$ cat config.mk
export PLATFORM = sky130hd
export DESIGN_NAME = two_stacks_shared_memory_core
export DESIGN_NICKNAME = d
export VERILOG_FILES = /design/src/sv/tsm_pkg.sv /design/src/sv/two_stacks_shared_memory_core.sv /design/src/sv/tsm_ctrl.sv /design/src/sv/tsm_datapath.sv
export SDC_FILE = /design/constraint.sdc
export NUM_CORES = 1
export LEC_CHECK = 0
export ABC_AREA = 1
export BUFFER_PORTS_ARGS = -buffer_cell sky130_fd_sc_hd__buf_2
export CELL_PAD_IN_SITES_DETAIL_PLACEMENT = 2
export CELL_PAD_IN_SITES_GLOBAL_PLACEMENT = 2
export CORE_AREA = 2 2 252 254
export CTS_CLUSTER_DIAMETER = 120
export DETAILED_ROUTE_END_ITERATION = 8
export DIE_AREA = 0 0 254 256
export GPL_TIMING_DRIVEN = 0
export PLACE_DENSITY = 0.93
export SLEW_MARGIN = 20
export SYNTH_ARGS = -nofsm -noshare
export SYNTH_HDL_FRONTEND = slang
export SYNTH_SLANG_ARGS = --single-unit
$ cat constraint.sdc
create_clock -name clk -period 7.8 [get_ports clk]
set_input_delay 0.78 -clock clk [delete_from_list [all_inputs] [get_ports clk]]
set_output_delay 0.78 -clock clk [all_outputs]
set_load 0.05 [all_outputs]
$ cat src/sv/tsm_pkg.sv
// Shared types and constants for the two-stack shared-memory core.
package tsm_pkg;

  localparam int DEPTH_DEF = 16;
  localparam int WORD_W    = 32;

  typedef enum logic [2:0] {
    OP_PUSH_A = 3'd0,
    OP_PUSH_B = 3'd1,
    OP_POP_A  = 3'd2,
    OP_POP_B  = 3'd3,
    OP_DUMP_A = 3'd4,
    OP_DUMP_B = 3'd5
  } op_t;

  typedef enum logic [1:0] {
    ST_OK    = 2'd0,
    ST_FULL  = 2'd1,
    ST_EMPTY = 2'd2
  } status_t;

  typedef struct packed {
    logic load;      // Capture the incoming beat.
    logic exec;      // Execute the captured operation.
    logic pop_out;   // Send the word fetched by a pop.
    logic dump_out;  // Send the pending dump word and fetch the next.
  } cmd_t;

  typedef struct packed {
    logic slot_free;  // Output register can take a beat this cycle.
    logic pop_rd;     // Captured operation is a pop of a non-empty stack.
    logic dump_rd;    // Captured operation is a dump of a non-empty stack.
    logic dump_last;  // Pending dump word is the final one.
  } sts_t;

endpackage

$ cat src/sv/two_stacks_shared_memory_core.sv
// Top level of the two-stack shared-memory core.
// A push, failing op or empty case goes through the operation and output registers;
// a pop also through the memory read register. A dump reads its first word the same way, then
// gives one word per cycle while out_tready holds. One item is worked on at a time; the next
// beat is taken once the current one is done.
// Synchronous active-low reset empties both stacks; memory words are not cleared.
module two_stacks_shared_memory_core #(
  parameter int DEPTH = tsm_pkg::DEPTH_DEF
) (
  input  logic                              clk,
  input  logic                              rst_n,
  input  logic                              in_tvalid,
  output logic                              in_tready,
  input  logic [2:0]                        in_tuser,   // opcode
  input  logic signed [tsm_pkg::WORD_W-1:0] in_tdata,   // push_value
  output logic                              out_tvalid,
  input  logic                              out_tready,
  output logic [1:0]                        out_tuser,  // status
  output logic signed [tsm_pkg::WORD_W-1:0] out_tdata,  // read_value
  output logic                              out_tlast
);

  tsm_pkg::cmd_t cmd;
  tsm_pkg::sts_t sts;

  tsm_ctrl u_ctrl (
    .clk       (clk),
    .rst_n     (rst_n),
    .in_tvalid (in_tvalid),
    .in_tready (in_tready),
    .sts       (sts),
    .cmd       (cmd)
  );

  tsm_datapath #(
    .DEPTH (DEPTH)
  ) u_datapath (
    .clk        (clk),
    .rst_n      (rst_n),
    .cmd        (cmd),
    .sts        (sts),
    .in_tuser   (in_tuser),
    .in_tdata   (in_tdata),
    .out_tready (out_tready),
    .out_tvalid (out_tvalid),
    .out_tuser  (out_tuser),
    .out_tdata  (out_tdata),
    .out_tlast  (out_tlast)
  );

  // The controller issues at most one command in any cycle.
  a_cmd_onehot: assert property (@(posedge clk) disable iff (!rst_n)
    $onehot0({cmd.load, cmd.exec, cmd.pop_out, cmd.dump_out}))
    else $error("more than one command issued");

  // An accepted beat blocks further input until its work is done.
  a_one_item: assert property (@(posedge clk) disable iff (!rst_n)
    (in_tvalid && in_tready) |=> !in_tready)
    else $error("input taken while an item is in progress");

  // A result is only loaded when the output register can take it.
  a_no_overwrite: assert property (@(posedge clk) disable iff (!rst_n)
    (cmd.exec || cmd.dump_out) |-> sts.slot_free)
    else $error("result loaded into a full output register");

  // A pop always delivers its word in the cycle after its read.
  a_pop_delivers: assert property (@(posedge clk) disable iff (!rst_n)
    (cmd.exec && sts.pop_rd) |=> cmd.pop_out)
    else $error("pop read not followed by its result");

endmodule

$ cat src/sv/tsm_ctrl.sv
// Controller state machine that sequences each operation of the core.
module tsm_ctrl (
  input  logic          clk,
  input  logic          rst_n,
  input  logic          in_tvalid,
  output logic          in_tready,
  input  tsm_pkg::sts_t sts,
  output tsm_pkg::cmd_t cmd
);

  typedef enum logic [3:0] {
    S_IDLE  = 4'b0001,
    S_EXEC  = 4'b0010,
    S_POPRD = 4'b0100,
    S_DUMP  = 4'b1000
  } state_t;

  state_t state_r, state_nxt;

  always_comb begin
    state_nxt    = state_r;
    in_tready    = 1'b0;
    cmd.load     = 1'b0;
    cmd.exec     = 1'b0;
    cmd.pop_out  = 1'b0;
    cmd.dump_out = 1'b0;
    unique case (state_r)
      S_IDLE: begin
        in_tready = 1'b1;
        if (in_tvalid) begin
          cmd.load  = 1'b1;
          state_nxt = S_EXEC;
        end
      end
      S_EXEC: begin
        if (sts.slot_free) begin
          cmd.exec = 1'b1;
          if (sts.pop_rd) begin
            state_nxt = S_POPRD;
          end else if (sts.dump_rd) begin
            state_nxt = S_DUMP;
          end else begin
            state_nxt = S_IDLE;
          end
        end
      end
      S_POPRD: begin
        cmd.pop_out = 1'b1;
        state_nxt   = S_IDLE;
      end
      S_DUMP: begin
        if (sts.slot_free) begin
          cmd.dump_out = 1'b1;
          if (sts.dump_last) begin
            state_nxt = S_IDLE;
          end
        end
      end
      default: state_nxt = S_IDLE;
    endcase
  end

  always_ff @(posedge clk) begin
    if (!rst_n) begin
      state_r <= S_IDLE;
    end else begin
      state_r <= state_nxt;
    end
  end

endmodule

$ cat src/sv/tsm_datapath.sv
// Datapath with the shared word memory, stack pointers and output register.
module tsm_datapath #(
  parameter int DEPTH = tsm_pkg::DEPTH_DEF
) (
  input  logic                              clk,
  input  logic                              rst_n,
  input  tsm_pkg::cmd_t                     cmd,
  output tsm_pkg::sts_t                     sts,
  input  logic [2:0]                        in_tuser,
  input  logic signed [tsm_pkg::WORD_W-1:0] in_tdata,
  input  logic                              out_tready,
  output logic                              out_tvalid,
  output logic [1:0]                        out_tuser,
  output logic signed [tsm_pkg::WORD_W-1:0] out_tdata,
  output logic                              out_tlast
);

  localparam int AW = $clog2(DEPTH);
  localparam int CW = $clog2(DEPTH + 1);
  localparam logic [CW-1:0] DEPTH_C = CW'(DEPTH);
  localparam logic [AW-1:0] TOP_C   = AW'(DEPTH - 1);

  logic [tsm_pkg::WORD_W-1:0] mem [DEPTH];
  logic [tsm_pkg::WORD_W-1:0] rd_data_r;

  tsm_pkg::op_t               op_r;
  logic [tsm_pkg::WORD_W-1:0] val_r;
  logic [CW-1:0]              count_a_r, count_a_nxt;
  logic [CW-1:0]              base_b_r, base_b_nxt;
  logic [AW-1:0]              ptr_r, ptr_nxt;
  logic                       dump_b_r, dump_b_nxt;

  logic                       out_valid_r;
  tsm_pkg::status_t           out_status_r;
  logic [tsm_pkg::WORD_W-1:0] out_value_r;
  logic                       out_last_r;

  logic                       we, re, load_out;
  logic [AW-1:0]              wa, ra;
  tsm_pkg::status_t           res_status;
  logic [tsm_pkg::WORD_W-1:0] res_value;
  logic                       res_last;
  logic                       a_empty, b_empty, full;
  logic [CW-1:0]              a_dec, b_dec;

  assign a_empty = (count_a_r == '0);
  assign b_empty = (base_b_r == DEPTH_C);
  assign full    = (count_a_r >= base_b_r);
  assign a_dec   = count_a_r - CW'(1);
  assign b_dec   = base_b_r - CW'(1);

  assign sts.slot_free = !out_valid_r || out_tready;
  assign sts.pop_rd    = ((op_r == tsm_pkg::OP_POP_A) && !a_empty) ||
                         ((op_r == tsm_pkg::OP_POP_B) && !b_empty);
  assign sts.dump_rd   = ((op_r == tsm_pkg::OP_DUMP_A) && !a_empty) ||
                         ((op_r == tsm_pkg::OP_DUMP_B) && !b_empty);
  assign sts.dump_last = dump_b_r ? (CW'(ptr_r) == base_b_r) : (CW'(ptr_r) == a_dec);

  always_comb begin
    count_a_nxt = count_a_r;
    base_b_nxt  = base_b_r;
    ptr_nxt     = ptr_r;
    dump_b_nxt  = dump_b_r;
    we          = 1'b0;
    wa          = count_a_r[AW-1:0];
    re          = 1'b0;
    ra          = ptr_r;
    load_out    = 1'b0;
    res_status  = tsm_pkg::ST_OK;
    res_value   = '0;
    res_last    = 1'b1;
    if (cmd.exec) begin
      unique case (op_r)
        tsm_pkg::OP_PUSH_A: begin
          load_out = 1'b1;
          if (full) begin
            res_status = tsm_pkg::ST_FULL;
          end else begin
            we          = 1'b1;
            wa          = count_a_r[AW-1:0];
            count_a_nxt = count_a_r + CW'(1);
          end
        end
        tsm_pkg::OP_PUSH_B: begin
          load_out = 1'b1;
          if (full || base_b_r == '0) begin
            res_status = tsm_pkg::ST_FULL;
          end else begin
            we         = 1'b1;
            wa         = b_dec[AW-1:0];
            base_b_nxt = b_dec;
          end
        end
        tsm_pkg::OP_POP_A: begin
          if (a_empty) begin
            load_out   = 1'b1;
            res_status = tsm_pkg::ST_EMPTY;
          end else begin
            re          = 1'b1;
            ra          = a_dec[AW-1:0];
            count_a_nxt = a_dec;
          end
        end
        tsm_pkg::OP_POP_B: begin
          if (b_empty) begin
            load_out   = 1'b1;
            res_status = tsm_pkg::ST_EMPTY;
          end else begin
            re         = 1'b1;
            ra         = base_b_r[AW-1:0];
            base_b_nxt = base_b_r + CW'(1);
          end
        end
        tsm_pkg::OP_DUMP_A: begin
          if (a_empty) begin
            load_out   = 1'b1;
            res_status = tsm_pkg::ST_EMPTY;
          end else begin
            re         = 1'b1;
            ra         = '0;
            ptr_nxt    = '0;
            dump_b_nxt = 1'b0;
          end
        end
        tsm_pkg::OP_DUMP_B: begin
          if (b_empty) begin
            load_out   = 1'b1;
            res_status = tsm_pkg::ST_EMPTY;
          end else begin
            re         = 1'b1;
            ra         = TOP_C;
            ptr_nxt    = TOP_C;
            dump_b_nxt = 1'b1;
          end
        end
        default: ;
      endcase
    end
    if (cmd.pop_out) begin
      load_out  = 1'b1;
      res_value = rd_data_r;
    end
    if (cmd.dump_out) begin
      load_out  = 1'b1;
      res_value = rd_data_r;
      res_last  = sts.dump_last;
      if (!sts.dump_last) begin
        re      = 1'b1;
        ra      = dump_b_r ? (ptr_r - AW'(1)) : (ptr_r + AW'(1));
        ptr_nxt = ra;
      end
    end
  end

  always_ff @(posedge clk) begin
    if (we) begin
      mem[wa] <= val_r;
    end
    if (re) begin
      rd_data_r <= mem[ra];
    end
  end

  always_ff @(posedge clk) begin
    if (!rst_n) begin
      count_a_r   <= '0;
      base_b_r    <= DEPTH_C;
      out_valid_r <= 1'b0;
    end else begin
      count_a_r   <= count_a_nxt;
      base_b_r    <= base_b_nxt;
      out_valid_r <= load_out || (out_valid_r && !out_tready);
    end
  end

  always_ff @(posedge clk) begin
    if (cmd.load) begin
      op_r  <= tsm_pkg::op_t'(in_tuser);
      val_r <= in_tdata;
    end
    ptr_r    <= ptr_nxt;
    dump_b_r <= dump_b_nxt;
    if (load_out) begin
      out_status_r <= res_status;
      out_value_r  <= res_value;
      out_last_r   <= res_last;
    end
  end

  assign out_tvalid = out_valid_r;
  assign out_tuser  = out_status_r;
  assign out_tdata  = out_value_r;
  assign out_tlast  = out_last_r;

endmodule

==> impl_summary.log, run 1 <==
INFO  metric dp_worst_setup_slack = 3.50 ns
INFO  metric ys_ff_latch = ~630
INFO  metric fin_worst_hold_slack = around 0.30 ns
INFO  metric swShare = 0.390
INFO  metric setup_total_negative_slack = 0 ns
INFO  metric seq_power_share = 0.367
INFO  metric setup_viol = 0
INFO  metric synth_nets = ~2600
INFO  metric htreeDepth = 3
INFO  metric cp-end-kind = flip-flop
INFO  metric crit_arrival = between 4 and 5 ns
INFO  metric synth_top_family_by_area = simple AND/OR/NAND/NOR gates
INFO  metric netlist_top_cells_area = sky130_fd_sc_hd__edfxtp_1, sky130_fd_sc_hd__nand3_1, sky130_fd_sc_hd__nand2_1, sky130_fd_sc_hd__inv_1, sky130_fd_sc_hd__buf_2
INFO  metric max_cap_violations = 0
INFO  metric ys.flop_type = sky130_fd_sc_hd__edfxtp_1
INFO  metric insertion_delay = between 0.6 and 0.7 ns
INFO  metric final_hold_viol_count = 0
INFO  metric drc = 0
INFO  metric net-switching-power = 4.17 mW
INFO  metric hold_class = input pin to flip-flop
INFO  metric worst_margin_pin_slew = between 1 and 1.5 ns
INFO  metric number_of_nets_in_the_final_layout = approximately 2800
INFO  metric floorplan.core_area = around 62000 um^2
INFO  metric cts_root_buffer = sky130_fd_sc_hd__clkbuf_16
INFO  metric start_util = 0.445
INFO  metric routed-via-count = ~24000
INFO  metric cell_chain_of_the_critical_path = buf_6, inv_1, ha_1, a21oi_1, o21a_1, nand3_1, nor2_1, nand2_1, o21ai_0, inv_1, nor2_1, nand2_1, nor2_4, buf_12
INFO  metric grt_antenna_before_repair = 5
INFO  metric total_power = 10.7 mW
INFO  metric power_report.internal_total = roughly 6.5 mW
INFO  metric numClockSinks = between 600 and 700
INFO  metric grt_setup_unrepaired = no
INFO  metric final.setup.worst_slack = 3.13 ns
INFO  metric syn_avg_cell_area = about 11 um^2
INFO  metric cts_made_buffers = 71
INFO  metric power.ir.vdd_worst = around 0.00017 V
INFO  metric timing.slew.headroom = 0.229
INFO  metric largest_driver_fanout_on_the_critical_path = 17
INFO  metric fin_worst_skew = 0.0263 ns
INFO  metric routabilityCongestion = 0.854
INFO  metric synth-edff-count = about 620
INFO  metric drt_first_iter_violations = about 3200
INFO  metric timing.critical_path.buf_inv = 4
INFO  metric grt_first_pass_wirelength = 194000 um
INFO  metric numPortBuffers = 74
INFO  metric sequential_cell_area_fraction_in_the_yosys_report = 0.679
INFO  metric run_status = completed
INFO  metric final_min_period_over_clock_period = 0.598
INFO  metric postRouteWirelength = approximately 140000 um
INFO  metric synth_cells = approximately 2600
INFO  metric yosysTopAreaCell = sky130_fd_sc_hd__edfxtp_1
INFO  metric grt_overflow_total = 0
INFO  metric detail_route.first_pass.iterations = 6
INFO  metric slew_violations = 0
INFO  metric synth_compound_gate_area_share = 0.0122
INFO  metric synth.mux.area_fraction = 0
INFO  metric static-leakage-power = around 13 nW
INFO  metric row_count = 92
INFO  metric max-clock-path-buffers = 3
INFO  metric worst_path_largest_cell_delay = around 0.85 ns
INFO  metric power.density_cell_area = about 330 nW/um^2
INFO  metric crit_path_top_delay_cell = sky130_fd_sc_hd__nor2_4
INFO  metric ant_nets = 0
INFO  metric synth.top_cell.area_share = 0.666
INFO  metric layout-drive-gt1-share = 0.133
INFO  metric timing.critical_path.max_delay_family = simple AND/OR/NAND/NOR gates
INFO  metric synth-async-reset-ratio = 0
INFO  metric avgViaCountPerCell = 6.53
INFO  metric max_freq = between 200 and 250 MHz
INFO  metric post-cts-setup-buffers = 0
INFO  metric power_frac_comb = 0.299
INFO  metric start_kind = flip-flop
INFO  metric synthDistinctLibCells = 41
INFO  metric cts_repair_resize_count = 0
INFO  metric grt_util_all_layers = 0.423
INFO  metric crit_type = flip-flop to flip-flop
INFO  metric synth-xor-area-share = 0.00379
INFO  metric finalWorstPathRequiredPeriod = 4.67 ns
INFO  metric die_w = 254 um
INFO  metric dp_hpwl = about 80000 um
INFO  metric design.die.area = between 60000 and 70000 um^2
INFO  metric synthAdderAreaFrac = 0.00613
INFO  metric utilization = 0.514
INFO  metric post_detailed_route_wirelength_per_cell = 37.6 um
INFO  metric syn-cell-area = between 20000 and 30000 um^2
INFO  metric cts_hold_repair.buffers = 0
INFO  metric ys_warn_count = 0
INFO  metric cts_tree = yes
INFO  metric die_h = 256 um
INFO  metric clock_power_share = 0.333
INFO  metric yosysMostFrequentCell = sky130_fd_sc_hd__edfxtp_1
INFO  metric cp.required = between 8 and 9 ns
INFO  metric synth.cells.most_frequent = sky130_fd_sc_hd__edfxtp_1, sky130_fd_sc_hd__nand3_1, sky130_fd_sc_hd__nand2_1, sky130_fd_sc_hd__inv_1, sky130_fd_sc_hd__buf_2
INFO  metric boundaryPins = 76
INFO  metric grt_start_max_net_pins = 36
INFO  metric clk_transition_reported_paths = about 0.070 ns
INFO  metric syn2layout_area_growth = 15.5%
INFO  metric synthSimpleGateAreaFrac = 0.216
INFO  metric number_of_global_route_vias_before_repair = ~26000
-- cells by family (layout without fill, tap and decap cells) --
kind of cell	Yosys count	after routing
and+or+nand+nor	1316	1316
DFF	634	634
buffers and inverters	523	745
AOI/OAI and AO/OA	62	62
adders and majority gates	13	13
xor gates and xnor gates	12	12
other	0	1
-- metal layers --
| layer | wire [um] | global-route usage | vias up |
|---|---|---|---|
| li1 | - | - | 8964 |
| met1 | 47100 | 0.495 | 11896 |
| met2 | 63300 | 0.667 | 2061 |
| met3 | 14500 | 0.111 | 782 |
| met4 | 11600 | 0.315 | 6 |
| met5 | 35 | 0.00376 | - |
-- stage by stage --
stage,cell area (um^2),std cells
after CTS,32000,3628
after global placement,29200,3480
after detailed placement,29800,3500
after floorplan,27700,2560
final,32000,3629
after global routing,32000,3628
-- registers in the layout, indices dropped and copies added, names as in the netlist --
signal	count
u_ctrl.state_r	4
u_datapath.base_b_r	5
u_datapath.count_a_r	5
u_datapath.dump_b_r	1
u_datapath.mem	512
u_datapath.op_r	3
u_datapath.out_tdata	32
u_datapath.out_tlast	1
u_datapath.out_tuser	2
u_datapath.out_tvalid	1
u_datapath.ptr_r	4
u_datapath.rd_data_r	32
u_datapath.val_r	32
-- cell usage in the layout, fill, tap and decap left out, types with 25 or more instances in the layout --
master and instances:
sky130_fd_sc_hd__nor2_1 64, sky130_fd_sc_hd__o21ai_0 25, sky130_fd_sc_hd__edfxtp_1 615, sky130_fd_sc_hd__nand2_1 563, sky130_fd_sc_hd__clkbuf_16 74, sky130_fd_sc_hd__buf_2 167, sky130_fd_sc_hd__inv_1 373, sky130_fd_sc_hd__nand3b_1 34
sky130_fd_sc_hd__nand3_1 604
-- power groups by stage --
stage          combinational [mW]  sequential, mW  clock, mW
2_1_floorplan                1.55            3.96          0
3_3_place_gp                 2.50            3.98          0
3_5_place_dp                 2.82            3.99          0
4_1_cts                      3.05            3.92       3.54
5_1_grt                      3.24            3.93       3.64
6_report                     3.20            3.93       3.57
-- layout make-up --
| cell class | count | area (um^2) |
|---|---|---|
| Sequential cell | 634 | 18800 |
| Multi-Input combinational cell | 1403 | 6740 |
| Buffer | 139 | 841 |
| Clock buffer | 88 | 1900 |
| Inverter | 384 | 1450 |
| Antenna cell | 1 | 2.50 |
| Fill cell | 6211 | 30300 |
| Clock inverter | 40 | 380 |
| Timing Repair Buffer | 94 | 816 |
| Tap cell | 846 | 1060 |
-- worst paths after layout --
kind	startpoint	end	slack, ns	depth (start not counted)
setup / recovery	u_datapath.base_b_r[2]	u_datapath.mem[6][16]	3.13	14
hold / removal	in_tdata[5]	u_datapath.val_r[5]	0.30	1
setup reg to reg	u_datapath.base_b_r[2]	u_datapath.mem[6][16]	3.13	14
hold reg to reg	u_datapath.rd_data_r[18]	u_datapath.out_tdata[18]	0.57	2
(Power assumes the default switching activity.)
==> run 2: changes to the inputs <==
Settings changed: ABC_AREA 1 to 0, CORE_AREA 2 2 252 254 to 2 2 240 242, DIE_AREA 0 0 254 256 to 0 0 242 244, PLACE_DENSITY 0.93 to 0.88.
Clock period 7.8 ns to 4.9 ns, I/O delays scaled along.
==> run 2 against run 1 <==
Net effect:
- the run now ends with setup timing left
- highest routed layer is now met4
- routed wire length down 21%
- global-route usage down 8.0 points
- critical endpoint is now u_datapath.mem[1][6]
- sequential power up 56%
- synthesized area down 9.4%
==> impl_summary.log, run 2 <==
INFO  metric reg_to_reg_start = u_datapath.count_a_r[0]
INFO  metric power_frac_comb = 0.136 (-0.163)
INFO  metric number_of_global_route_vias_before_repair = 19713 (-25%)
INFO  metric cts_hold_repair.buffers = 0 (unchanged)
INFO  metric fin_worst_skew = 0.0376 ns (+0.0114 ns)
INFO  metric setup.worst_path.start = u_datapath.count_a_r[0]
INFO  metric final_hold_viol_count = 0 (unchanged)
INFO  metric cp.required = 5.20 ns (-2.92 ns)
INFO  metric total_power = 13.2 mW (+23%)
INFO  metric synth-async-reset-ratio = 0 (unchanged)
INFO  metric avgViaCountPerCell = 6.73 (+3.0%)
INFO  metric sequential_cell_area_fraction_in_the_yosys_report = 0.750 (+0.0704)
INFO  metric die_w = 242 um (-4.7%)
INFO  metric postPlaceCellArea = 27100 um^2 (-8.9%)
INFO  metric number_of_nets_in_the_final_layout = 2010 (-28%)
INFO  metric setup_viol = 113 (+113)
INFO  metric highest_count_cells_in_the_layout_ignoring_fill_and_taps = sky130_fd_sc_hd__edfxtp_1, sky130_fd_sc_hd__nand2_1, sky130_fd_sc_hd__a21oi_1
INFO  metric dp_hpwl = 61000 um (-24%)
INFO  metric boundaryPins = 76 (unchanged)
INFO  metric die_h = 244 um (-4.7%)
INFO  metric syn-cell-area = 25100 um^2 (-9.4%)
INFO  metric synth.top_cell.area_share = 0.735 (+0.0690)
INFO  metric net-switching-power = 3.83 mW (-8.2%)
INFO  metric violations = setup timing
INFO  metric max_freq = 197 MHz (-8.2%)
INFO  metric synth.cells.most_frequent = sky130_fd_sc_hd__edfxtp_1, sky130_fd_sc_hd__nand2_1, sky130_fd_sc_hd__a21oi_1, sky130_fd_sc_hd__a32oi_1, sky130_fd_sc_hd__a22oi_1
INFO  metric diodes = 0 (-1)
INFO  metric static-leakage-power = 9.92 nW (-24%)
INFO  metric min-delay-start = in_tdata[18]
INFO  metric design.die.area = 59000 um^2 (-9.2%)
INFO  metric finalWorstPathRequiredPeriod = 5.09 ns (+0.420 ns)
INFO  metric drc = 0 (unchanged)
INFO  metric multi_input_comb_area = 5850 um^2 (-13%)
INFO  metric post-route-cell-area = 29400 um^2 (-8.1%)
INFO  metric cts_tree = yes
INFO  metric synthDistinctLibCells = 73 (+78%)
INFO  metric row_count = 87 (-5.4%)
INFO  metric placed_cells_incl_taps = 2627 (-25%)
INFO  metric min_delay_path_depth = 1 (unchanged)
INFO  metric timing.hold.worst_endpoint = u_datapath.val_r[18]
INFO  metric power_report.internal_total = 9.34 mW (+43%)
INFO  metric floorplan.core_area = 56200 um^2 (-10%)
INFO  metric layout.area.seq = 18800 um^2 (about the same)
INFO  metric final.setup.worst_slack = -0.187 ns (-3.32 ns)
INFO  metric cts_made_buffers = 68 (-4.2%)
INFO  metric power.ir.vdd_worst = 0.000374 V (+120%)
INFO  metric run_status = finished with violations
INFO  metric syn_avg_cell_area = 14.2 um^2 (+31%)
INFO  metric dp_worst_setup_slack = -0.300 ns (-3.80 ns)
INFO  metric synth-edff-count = 615 (unchanged)
INFO  metric grt_start_max_net_pins = 36 (unchanged)
INFO  metric layout-drive-gt1-share = 0.170 (+0.0368)
INFO  metric largest_register_by_flop_count = u_datapath.mem
INFO  metric swShare = 0.291 (-0.0990)
INFO  metric max_cap_violations = 0 (unchanged)
INFO  metric ant_nets = 0 (unchanged)
INFO  metric finalNonFillerCells = 2758 (-24%)
INFO  metric slew_violations = 0 (unchanged)
INFO  metric largest_driver_fanout_on_the_critical_path = 17 (unchanged)
INFO  metric syn2layout_area_growth = 17.1%
INFO  metric postRouteWirelength = 107000 um (-21%)
INFO  metric crit_type = flip-flop to flip-flop
INFO  metric grt_antenna_before_repair = 0 (-5)
INFO  metric start_util = 0.448 (+0.00287)
INFO  metric routabilityCongestion = 0.860 (+0.76%)
INFO  metric clock_power_share = 0.399 (+0.066)
INFO  metric ys_warn_count = 0 (unchanged)
INFO  metric final_min_period_over_clock_period = 1.04 (+0.440)
INFO  metric detail_route.first_pass.iterations = 5 (-1)
INFO  metric grt_overflow_total = 0 (unchanged)
INFO  metric fillers = 5207 (-16%)
INFO  metric worst_margin_pin_slew = 1.11 ns (-0.0463 ns)
INFO  metric synth_cells = 1775 (-31%)
INFO  metric ys.flop_type = sky130_fd_sc_hd__edfxtp_1
INFO  metric yosysTopAreaCell = sky130_fd_sc_hd__edfxtp_1
INFO  metric drt_first_iter_violations = 2669 (-17%)
INFO  metric htreeDepth = 3 (unchanged)
INFO  metric timing.slew.headroom = 0.256 (+0.0274)
INFO  metric most_frequent_standard_cell_in_the_layout_excluding_fill_and_tap_cells = sky130_fd_sc_hd__edfxtp_1
INFO  metric yosysMostFrequentCell = sky130_fd_sc_hd__edfxtp_1
INFO  metric synth_nets = 1827 (-30%)
INFO  metric worst-r2r-cell-count = 13 (-1)
INFO  metric power.density_cell_area = 447 nW/um^2 (+34%)
INFO  metric grt_first_pass_wirelength = 144000 um (-26%)
INFO  metric routed-via-count = 18566 (-22%)
INFO  metric timing.reg2reg.setup_slack = -0.19 ns (-3.32 ns)
INFO  metric grt_util_all_layers = 0.343 (-0.0801)
INFO  metric worst_r2r_endpoint = u_datapath.mem[1][6]
INFO  metric hold_class = input pin to flip-flop
INFO  metric utilization = 0.524 (+0.0107)
INFO  metric max-clock-path-buffers = 3 (unchanged)
INFO  metric numClockSinks = 634 (unchanged)
INFO  metric start_kind = flip-flop
INFO  metric netlist_top_cells_area = sky130_fd_sc_hd__edfxtp_1, sky130_fd_sc_hd__nand2_1, sky130_fd_sc_hd__a32oi_1, sky130_fd_sc_hd__a21oi_1, sky130_fd_sc_hd__a22oi_1
INFO  metric insertion_delay = 0.63 ns (-0.03 ns)
INFO  metric seq_power_share = 0.465 (+0.098)
INFO  metric largest_reg_flops = 512 (unchanged)
INFO  metric cp-end-kind = flip-flop
INFO  metric crit_arrival = 5.39 ns (+0.40 ns)
INFO  metric numPortBuffers = 75 (+1.4%)
INFO  metric cts_root_buffer = sky130_fd_sc_hd__clkbuf_16
INFO  metric clk_transition_reported_paths = 0.07 ns (about the same)
INFO  metric ys_ff_latch = 634 (unchanged)
INFO  metric post_detailed_route_wirelength_per_cell = 38.9 um (+3.4%)
==> run 2: cell types whose count changed in the layout (fill, tap and decap cells not counted), sizes merged, moves of 34 or more <==
| cell | before | now |
|---|---|---|
| a21oi | 22 | 145 |
| a22oi | 0 | 65 |
| a32oi | 0 | 128 |
| and2 | 0 | 43 |
| buf | 225 | 179 |
| inv | 386 | 12 |
| nand2 | 570 | 444 |
| nand3 | 608 | 8 |
| nand3b | 34 | 0 |
| nor2 | 88 | 34 |
==> run 2: cell families (layout without fill, tap and decap cells) <==
| kind of cell | after synthesis | after routing | share of synthesized area |
|---|---|---|---|
| flip-flops | 634 | 634 | 0.750 |
| AND/OR/NAND/NOR | 579 | 579 | 0.0987 |
| AO/OA/AOI/OAI | 395 | 395 | 0.110 |
| buffers and inverters | 126 | 353 | 0.0240 |
| XOR/XNOR | 19 | 19 | 0.00662 |
| adder cells (fa/ha/maj) | 14 | 14 | 0.00717 |
| multiplexers | 8 | 8 | 0.00358 |
==> run 2: what timing repair did <==
item | in CTS | in global routing
setup buffers | 0 | 17
gates resized for setup | 26 | 17
pin swaps | 0 | 6
endpoints found under the setup margin | 32 | 146
==> run 2: metal layers <==
metal / up-vias / GRT usage / routed length, um
li1: 7111 / - / -
met1: 9575 / 0.418 / 39200
met2: 1449 / 0.574 / 52000
met3: 431 / 0.0653 / 9780
met4: 0 / 0.195 / 6420
met5: - / 0 / 0
==> run 2: worst max-delay path, stage by stage (launching register included) <==
cell and delay (ns):
sky130_fd_sc_hd__dfxtp_1 0.39, sky130_fd_sc_hd__buf_6 0.20, sky130_fd_sc_hd__inv_1 0.16, sky130_fd_sc_hd__ha_1 0.31, sky130_fd_sc_hd__nand2b_1 0.17, sky130_fd_sc_hd__a21o_1 0.19
sky130_fd_sc_hd__a21o_1 0.18, sky130_fd_sc_hd__a21o_1 0.23, sky130_fd_sc_hd__a21oi_1 0.35, sky130_fd_sc_hd__nand4_1 0.59, sky130_fd_sc_hd__nor3b_1 0.53, sky130_fd_sc_hd__a31oi_1 0.29
sky130_fd_sc_hd__nor2_4 0.87, sky130_fd_sc_hd__buf_16 0.28
==> run 2: final cells by class <==
type,instances,area share
clock inverters,35,0.00994
repair buffers,113,0.0364
well taps,756,0.0321
plain buffers,116,0.0204
multi-input cells,1015,0.199
inverters,10,0.00144
flip-flops and latches,634,0.640
clock buffers,79,0.0609
==> run 2: stage by stage <==
step | hold slack (ns) | TNS [ns]
after global placement | 0.501 | -655.33
final | 0.0466 | -11.27
after CTS | 0.0352 | 0
after detailed placement | 0.511 | -2.92
after global routing | 0.0423 | -19.13
after floorplan | 0.497 | 0
==> run 2: worst max path at each step <==
stage,to,slack [ns]
2_1_floorplan,u_datapath.mem[10][0],0.74
3_3_place_gp,u_datapath.rd_data_r[14],-2.36
3_5_place_dp,u_datapath.rd_data_r[7],-0.30
4_1_cts,u_datapath.rd_data_r[10],0.004
5_1_grt,u_datapath.mem[1][6],-0.22
6_report,u_datapath.mem[1][6],-0.19
==> run 2: power groups by stage <==
| stage | clock network [mW] | logic (mW) | registers, mW |
|---|---|---|---|
| after floorplan | 0 | 0.898 | 6.19 |
| after global placement | 0 | 1.43 | 6.21 |
| after detailed placement | 0 | 1.61 | 6.23 |
| after CTS | 5.18 | 1.70 | 6.11 |
| after global routing | 5.42 | 1.83 | 6.12 |
| final | 5.25 | 1.78 | 6.12 |
